<file path="src/rtl/als_pkg.sv">
`timescale 1ns / 1ps
`default_nettype none
// ----------------------------------------------------------------------------
// als_pkg
// Shared types and codes of the array list store: request codes, result
// status codes, controller states and the broadcast control of the cell row.
// ----------------------------------------------------------------------------
package als_pkg;

  localparam int unsigned DataW   = 32;
  localparam int unsigned FuncW   = 2;
  localparam int unsigned IndexW  = 8;
  localparam int unsigned StatusW = 3;

  typedef enum logic [FuncW-1:0] {
    FnPush   = 2'd0,
    FnRemove = 2'd1,
    FnPop    = 2'd2,
    FnRead   = 2'd3
  } func_e;

  typedef enum logic [StatusW-1:0] {
    StOk       = 3'd0,
    StFull     = 3'd1,
    StNotFound = 3'd2,
    StEmpty    = 3'd3,
    StRange    = 3'd4
  } status_e;

  typedef enum logic [2:0] {
    StateIdle  = 3'b001,
    StateSweep = 3'b010,
    StateShift = 3'b100
  } state_e;

  typedef struct packed {
    logic push;
    logic start;
    logic sweep;
    logic found;
    logic load;
    logic shift;
  } cell_ctrl_t;

endpackage : als_pkg
`default_nettype wire

</file>
<file path="src/rtl/als_cell.sv">
`timescale 1ns / 1ps
`default_nettype none
// ----------------------------------------------------------------------------
// als_cell
// One slot of the list. Holds one entry, takes a pushed value when the fill
// count points at it, passes the remove token to its upper neighbor, takes
// its upper neighbor's entry once the match has been seen, and carries a
// read word down toward slot zero.
// ----------------------------------------------------------------------------
module als_cell #(
  parameter int unsigned CntW = 7,
  parameter int unsigned Pos  = 0
) (
  input  logic                      clk_i,
  input  logic                      rst_ni,
  input  als_pkg::cell_ctrl_t       ctrl_i,
  input  logic [CntW-1:0]           count_i,
  input  logic [als_pkg::DataW-1:0] push_value_i,
  input  logic [als_pkg::DataW-1:0] match_value_i,
  input  logic                      tok_i,
  input  logic [als_pkg::DataW-1:0] up_entry_i,
  input  logic [als_pkg::DataW-1:0] up_pipe_i,
  output logic                      tok_o,
  output logic                      hit_o,
  output logic [als_pkg::DataW-1:0] entry_o,
  output logic [als_pkg::DataW-1:0] pipe_o
);
  import als_pkg::*;

  logic             tok_q;
  logic [DataW-1:0] entry_q;
  logic [DataW-1:0] pipe_q;
  logic             push_we;
  logic             shift_we;

  assign hit_o    = tok_q && !ctrl_i.found && (entry_q == match_value_i);
  assign push_we  = ctrl_i.push && (count_i == CntW'(Pos));
  assign shift_we = ctrl_i.sweep && tok_q && (ctrl_i.found || hit_o);

  // start plants the token in slot zero only and drops any token left over
  always_ff @(posedge clk_i or negedge rst_ni) begin
    if (!rst_ni) begin
      tok_q <= 1'b0;
    end else begin
      tok_q <= (tok_i && ctrl_i.sweep) || (ctrl_i.start && (Pos == 0));
    end
  end

  always_ff @(posedge clk_i) begin
    if (push_we) begin
      entry_q <= push_value_i;
    end else if (shift_we) begin
      entry_q <= up_entry_i;
    end
    if (ctrl_i.load) begin
      pipe_q <= entry_q;
    end else if (ctrl_i.shift) begin
      pipe_q <= up_pipe_i;
    end
  end

  assign tok_o   = tok_q;
  assign entry_o = entry_q;
  assign pipe_o  = pipe_q;

endmodule : als_cell
`default_nettype wire

</file>
<file path="config.mk">
export PLATFORM = sky130hd
export DESIGN_NAME = als_cell
export DESIGN_NICKNAME = d
export VERILOG_FILES = /design/src/rtl/als_pkg.sv /design/src/rtl/als_cell.sv
export SDC_FILE = /design/constraint.sdc
export NUM_CORES = 1
export LEC_CHECK = 0
export ABC_AREA = 1
export BUFFER_PORTS_ARGS = -buffer_cell sky130_fd_sc_hd__buf_2
export CAP_MARGIN = 0
export CORE_MARGIN = 1
export CORE_UTILIZATION = 45
export CTS_CLUSTER_DIAMETER = 120
export CTS_CLUSTER_SIZE = 12
export DETAILED_ROUTE_END_ITERATION = 16
export PLACE_DENSITY = 0.8
export SLEW_MARGIN = 30
export SYNTH_ARGS = -nofsm -noshare
export SYNTH_HDL_FRONTEND = slang
export SYNTH_SLANG_ARGS = --single-unit
</file>
<file path="constraint.sdc">
create_clock -name clk_i -period 2.6 [get_ports clk_i]
set_clock_uncertainty 0.15 [all_clocks]
set_input_delay 0.39 -clock clk_i [delete_from_list [all_inputs] [get_ports clk_i]]
set_output_delay 0.39 -clock clk_i [all_outputs]
set_load 0.01 [all_outputs]
</file>
; Word level (Yosys, flattened, before mapping)
; Index checks and enable logic that the tools add are counted.
[classes]
eq_ne = 1
muxes = 4
reduce_logical = 12
[ops]
columns = operator, count
row1 = 32-bit two-way mux, 4
row2 = 32-bit == test, 1
row3 = 7-bit zero test, 1
row4 = 1-bit logical AND, 6
row5 = 2-bit nonzero test, 2
row6 = 1-bit logical OR, 2
row7 = 1-bit zero test, 1
[totals]
regBits = 65
in_bits = 144
out_inout_bits = 66
elab_cells = 20

; Depth between registers and ports, before layout
; Gate-level depths: netlist of the first run.
[depth]
word_depth = 7
depth_mapped = 12
depth_no_buf = 12

; Worst setup path before layout of the first run
; OpenSTA, ideal clock, no wires.
[synth_timing]
kind = reg2reg
from = register entry_q[20], in the netlist entry_o[20]
to = register entry_q[0], in the netlist entry_o[0], enable pin
setup_ns = 0.390
arrival_ns = 1.765
required_time_ns = 2.060
slack_ns = 0.296
path_stages_with_launch = 10
n_path_buf = 0
period_less_slack_ns = 2.304
cell_sequence = edfxtp_1 xnor2_1 nand2_1 nor2_1 nand2_1 nor2_1 nand3_1 nand2_1 nand2_1 nand2_1
[synth_between]
elab_chain_cells = 5
[synth_lines]
columns = element, line
row1 = from (decl), als_cell.sv:31  ; logic [DataW-1:0] entry_q;
row2 = from (signal assigned), als_cell.sv:51  ; entry_q <= push_value_i;
row3 = from (signal assigned), als_cell.sv:53  ; entry_q <= up_entry_i;
row4 = 32-bit == test, als_cell.sv:36  ; assign hit_o = tok_q && !ctrl_i.found && (entry_q == match_value_i);
row5 = 1-bit logical AND, als_cell.sv:36
row6 = 1-bit logical OR, als_cell.sv:38  ; assign shift_we = ctrl_i.sweep && tok_q && (ctrl_i.found || hit_o);
row7 = 1-bit logical AND, als_cell.sv:38
row8 = 2-bit nonzero test (no source line), n/a
; No other way between the ends.
; A chain may end at the register's enable or synchronous reset.

; Final worst setup path of the first run
[layout_timing]
from = register entry_q[21], in the netlist entry_o[21]
to = output hit_o
[layout_between]
elab_chain_cells = 2
[layout_lines]
columns = element, line
row1 = 32-bit == test, als_cell.sv:36
row2 = 1-bit logical AND, als_cell.sv:36
row3 = to (decl), als_cell.sv:24  ; output logic hit_o,
; No other way between the ends.

==> run metrics, run 1 <==
First-pass DRT Iterations=5; Synth Cell Area=about 3700 um2; RSZ-0062 raised after global routing=no; sum of buffers and inverters on the critical path=2; leak pwr=2.71 nW; CTS sink cnt=65; DP Worst Slack=538 ps; hold path startpoint=ctrl_i[4]; CP Data Required Time=2060 ps; Synth-to-Final Area Change=36.1%; DRC=0; post-route ant nets=0; Hold Path End=tok_o; Post-CTS Resized=0; NetSw=around 0.60 mW; fin area=about 5000 um2; flops & latches, synth=between 60 and 70; Power Internal=1.82 mW; Post-Syn Area per Cell=between 9 and 10 um2; reg2reg end=entry_o[7]; status=finished clean; Core ar.=between 7000 and 8000 um2; crit path max fanout=3; htree depth=3; layout cells sized above 1=0.426; DRT iter0 DRCs=around 140; YS warnings=0; Net Count, Synth=around 540; Worst path slowest cell=edfxtp_1; VDD IR-drop max=~0.24 mV; Clock Power Share=0.311; sequential-to-total area share from yosys stat=0.525; Fin Setup TNS=0 ps; IO Port Bufs=about 210; Placed Area=between 4000 and 5000 um2; Net count, final=around 750; Sw Share=0.246; clk root buf=clkbuf_8; final hold vios=0; max_cap viols=0; Rel. slew slack=0.541; via count=3389; post-CTS setup buffer count=0; CTS max path bufs=2; CTS buffer count=9; WL/cell=about 14 um; Clock Latency Late Sink=between 300 and 400 ps; startpoint types=flop; CP Cell Sequence=inv_1 -> nand2_1 -> o211ai_1 -> nor4_1 -> nand3_1 -> nor2_1 -> buf_2; CTS tree=built; worst slew pin tran=~700 ps; critical path type=reg2out; Netlist cell types=25; Post-Synthesis Cells=about 400; worst hold stages=2; reg-to-reg setup timing slack=550 ps; FF-to-FF path depth=13; Post-synth ARST share=0.0154; power per cell area=480 nW/um2; Primary FF master, synth=edfxtp_1; Final GP Congestion=slightly below 0.9; FF-to-FF Start=entry_o[21]; Max Clk Rate=between 400 and 500 MHz; first-pass GRT wire length=around 16000 um; Reg power frac=0.519; critical path capture point type=primary output; DRT Wirelength=around 10000 um; count of pins over their slew limit=0; diodes inserted=0; vias in the first global route=3378; minimum clock period=roughly 2300 ps; initial antenna violation count=0; Starting Density=0.472; Rows=32; pin count of the biggest net entering global routing=54; endpoints failing setup=0; Final WS setup=around 280 ps; die area=roughly 8600 um2; Final Cycle Share=0.891; combinational share of power=0.171; GRT Residual Overflow=0; Vias/cell=around 4.7; die height=slightly above 90 um; delay-heaviest family, CP=simple AND/OR/NAND/NOR gates; Detailed Place HPWL=around 8500 um; I/O Pins=210; Die X=92.8 um; Clock transition at path regs=about 70 ps; Hold Path Class=in2reg; arrival time worst endpoint=~1800 ps; slowest stage delay, CP=440 ps; Tot GR Track Use=0.242; EDFF count, synth=64
==> placed cells by master (no fill, tap or decap) <==
master / instances
or2_2: 2
buf_2: 209
nor3_1: 5
nor4_2: 1
nor4_1: 1
mux2_2: 3
clkinv_2: 2
edfxtp_1: 64
dfrtp_1: 1
o21ai_0: 33
nand4_1: 7
nor3b_1: 1
nand2_1: 135
inv_1: 65
clkbuf_8: 11
o211ai_1: 1
nand3_1: 8
dlygate4sd3_1: 1
clkinvlp_4: 1
clkbuf_1: 2
a21o_1: 1
buf_12: 1
a21oi_1: 1
mux2_4: 29
nand3_2: 1
buf_4: 2
xnor2_1: 5
nor2_1: 19
xor2_1: 2
o22ai_1: 1
==> worst register-to-register path: cells and delay by family (launching register included) <==
kind,cells,cell delay (ps)
DFF,1,440
and+or+nand+nor,10,770
buffers and inverters,3,360
==> power by group through the flow <==
| stage | logic (mW) | registers [mW] | clock network [mW] |
|---|---|---|---|
| after CTS | 0.415 | 1.25 | 0.763 |
| final | 0.413 | 1.25 | 0.751 |
| after detailed placement | 0.412 | 1.28 | 0 |
| after floorplan | 0.165 | 1.31 | 0 |
| after global placement | 0.401 | 1.28 | 0 |
| after global routing | 0.460 | 1.26 | 0.795 |
==> how the worst max path moves through the flow <==
stage	to	slack, ps	cells after the start	from
after floorplan	entry_o[0]	300	9	entry_o[20]
after global routing	hit_o	110	7	entry_o[21]
after global placement	entry_o[2]	570	6	count_i[1]
final	hit_o	280	7	entry_o[21]
after detailed placement	entry_o[2]	540	6	count_i[1]
after CTS	hit_o	270	7	entry_o[21]
==> registers in the layout, indices dropped and copies added, names as in the netlist <==
signal   flops
pipe_o      32
entry_o     32
tok_o        1
==> synthesized netlist by cell type, drive strengths merged (4+ instances only) <==
cell type  count  area [um2]
nor2          19        71.3
nor3           5        25.0
xnor2          5        43.8
clkbuf         5        18.8
buf            4        38.8
inv           65         244
mux2          32         469
nand2        135         507
nand3          9        50.1
o21ai         33         165
nand4          7        43.8
edfxtp        64        1920
==> area by class of cell <==
type	count	area [um2]
Timing Repair Buffer	213	1090
Clock inverter	3	17.5
Tap cell	102	128
Inverter	65	244
Fill cell	708	2800
Multi-Input combinational cell	256	1460
Sequential cell	65	1950
Clock buffer	13	159
==> logic make-up after synthesis <==
family          share of synthesized area
simple gates                        0.199
xor+xnor                           0.0165
mux                                 0.127
buf+inv                            0.0814
flops                               0.525
compound gates                     0.0517
==> through the flow <==
stage                     hold WS [ps]  instances  utilization  power (mW)
after global placement            14.9        700        0.619        1.68
after floorplan                  -55.6        395            -        1.47
after CTS                         77.1        717        0.643        2.43
final                             82.7        717        0.643        2.42
after detailed placement          16.3        700        0.619        1.69
after global routing              86.7        717        0.643        2.51
==> what timing repair did <==
item / CTS / global route
hold endpoints to repair: 1 / 0
hold buffers: 1 / 0
setup endpoints to repair: 0 / 0
==> per-layer routing <==
metal	track usage	vias to the layer above	part of all wire
met1	0.294	1519	0.41
li1	-	1715	-
met2	0.422	132	0.51
met5	0	-	0
met3	0.0419	23	0.054
met4	0.103	0	0.027
Power figures use the tool's default switching activity.
==> run 2: changes to the inputs <==
--- a/config.mk
+++ b/config.mk
@@ -8,12 +8,14 @@
 export ABC_AREA = 1
 export BUFFER_PORTS_ARGS = -buffer_cell sky130_fd_sc_hd__buf_2
 export CAP_MARGIN = 0
+export CELL_PAD_IN_SITES_DETAIL_PLACEMENT = 0
+export CELL_PAD_IN_SITES_GLOBAL_PLACEMENT = 1
 export CORE_MARGIN = 1
-export CORE_UTILIZATION = 45
+export CORE_UTILIZATION = 32
 export CTS_CLUSTER_DIAMETER = 120
 export CTS_CLUSTER_SIZE = 12
 export DETAILED_ROUTE_END_ITERATION = 16
-export PLACE_DENSITY = 0.8
+export PLACE_DENSITY = 0.81
 export SLEW_MARGIN = 30
 export SYNTH_ARGS = -nofsm -noshare
 export SYNTH_HDL_FRONTEND = slang
==> constraint.sdc (replaced) <==
create_clock -name clk_i -period 2.23 [get_ports clk_i]
set_clock_uncertainty 0.15 [all_clocks]
set_input_delay 0.3345 -clock clk_i [delete_from_list [all_inputs] [get_ports clk_i]]
set_output_delay 0.3345 -clock clk_i [all_outputs]
set_load 0.01 [all_outputs]
==> run metrics, run 2 (same netlist as run 1, synthesis figures left out) <==
status=finished clean (unchanged); power consumption=3.22 mW (was 2.42 mW); post-route insts no fill=767 (was 717); Clock Latency Late Sink=320 ps (was 330 ps); CP Data Required Time=1750 ps (was 2060 ps); Vias/cell=4.37 (was 4.73); first-pass GRT wire length=16100 um (was 15600 um); DRT Wirelength=11000 um (was 10200 um); leak pwr=2.82 nW (was 2.71 nW); critical path capture point type=primary output (unchanged); post-route ant nets=0 (unchanged); First-pass DRT Iterations=4 (was 5); Rel. slew slack=0.733 (was 0.541); via count=3350 (was 3389); crit path max fanout=3 (unchanged); diodes inserted=0 (unchanged); CTS buffer count=9 (unchanged); I/O Pins=210 (unchanged); die area=12000 um2 (was 8600 um2); Rows=38 (was 32); max_cap viols=0 (unchanged); Tot GR Track Use=0.185 (was 0.242); minimum hold slack=65.1 ps (was 82.7 ps); DP Cell Count=741 (was 700); vias in the first global route=3287 (was 3378); slowest stage delay, CP=410 ps (was 440 ps); GRT Residual Overflow=0 (unchanged); worst slew pin tran=400 ps (was 689 ps); CTS max path bufs=2 (unchanged); clk root buf=clkbuf_16 (was clkbuf_8); most common cell after layout, fill and taps aside=buf_2 (unchanged); Final Cycle Share=0.966; DRC=0 (unchanged); endpoints failing setup=0 (unchanged); CP Cell Sequence=inv_1 -> nand2_1 -> o211ai_1 -> nor4_1 -> nand3_1 -> nor2_1 -> buf_2 (unchanged); Hold Path Class=in2reg (unchanged); pin count of the biggest net entering global routing=46 (was 54); count of pins over their slew limit=0 (unchanged); htree depth=3 (unchanged); minimum clock period=about 2200 ps; Die X=110 um (was 92.8 um); WL/cell=14.3 um (about the same); critical path type=reg2out (unchanged); Starting Density=0.335 (was 0.472); Synth-to-Final Area Change=43.2% (was 36.1%); VDD IR-drop max=0.250 mV (was 0.244 mV); Detailed Place HPWL=9240 um (was 8500 um); Final GP Congestion=0.859 (was 0.888); DRT iter0 DRCs=171 (was 139); final hold vios=0 (unchanged); die height=110 um (was 92.8 um); power per cell area=607 nW/um2 (was 480 nW/um2); Max Clk Rate=around 460 MHz; RSZ-0062 raised after global routing=yes (was no); CTS sink cnt=65 (unchanged); Clock transition at path regs=50 ps (was 70 ps); layout cells sized above 1=0.450 (was 0.426); IO Port Bufs=209 (unchanged); startpoint types=flop (unchanged); initial antenna violation count=0 (unchanged); Worst path slowest cell=edfxtp_1 (unchanged); most frequent cells in the layout=209 x buf_2, 132 x nand2_1, 64 x edfxtp_1 (was 209 x buf_2, 135 x nand2_1, 65 x inv_1); Core ar.=11100 um2 (was 7850 um2); CTS tree=built (unchanged); arrival time worst endpoint=1670 ps (was 1780 ps); Net count, final=766 (was 754)
run 2: repair_timing:
item,4_1_cts,5_1_grt
endpoints found under the setup margin,1,1
hold buffers,1,0
resized for setup,1,10
setup buffers,1,8
pin swaps,0,2
hold endpoints to repair,1,0
run 2: where the power goes:
group          internal [mW]  leakage [nW]  switching (mW)
combinational          0.247          2.05           0.254
sequential              1.43         0.639          0.0317
clock                  0.814         0.131           0.445
run 2: final cells by class:
| class | instances | area, um2 |
|---|---|---|
| timing repair buffer | 225 | 1190 |
| fill | 1117 | 5770 |
| tap | 140 | 175 |
| clock buffer | 16 | 272 |
| multi-input combinational | 256 | 1480 |
| inverter | 65 | 244 |
| sequential | 65 | 1950 |
run 2: worst max-delay path, delay by kind of cell (launching register included):
family	cells	cell delay, ps
compound gates	1	100
flops	1	410
simple gates	4	590
buf+inv	2	250
run 2: through the flow:
stage                util  setup TNS [ps]  worst slack (ps)  cell area, um2
floorplan               -               0               218            3710
global placement    0.446               0               281            4940
detailed placement  0.446               0               255            4940
CTS                 0.473               0              25.0            5240
global route        0.479           -23.2             -23.2            5310
finish              0.479               0              76.2            5310
run 2: metal layers:
| metal | vias to the layer above | track usage | wire length (um) | share of wire |
|---|---|---|---|---|
| li1 | 1743 | - | - | - |
| met1 | 1463 | 0.225 | 4650 | 0.42 |
| met2 | 131 | 0.318 | 5500 | 0.50 |
| met3 | 13 | 0.0314 | 629 | 0.057 |
| met4 | 0 | 0.0848 | 201 | 0.018 |
| met5 | - | 0 | 0 | 0 |
run 2: worst paths after layout:
kind,from,end,slack (ps),cells after the start
max,entry_o[21],hit_o,80,7
min,ctrl_i[4],tok_o,70,2
max reg2reg,entry_o[20],entry_o[12],270,10
min reg2reg,entry_o[22],pipe_o[22],470,2
max in group asynchronous,rst_ni,tok_o,1670,2
min in group asynchronous,rst_ni,tok_o,170,2
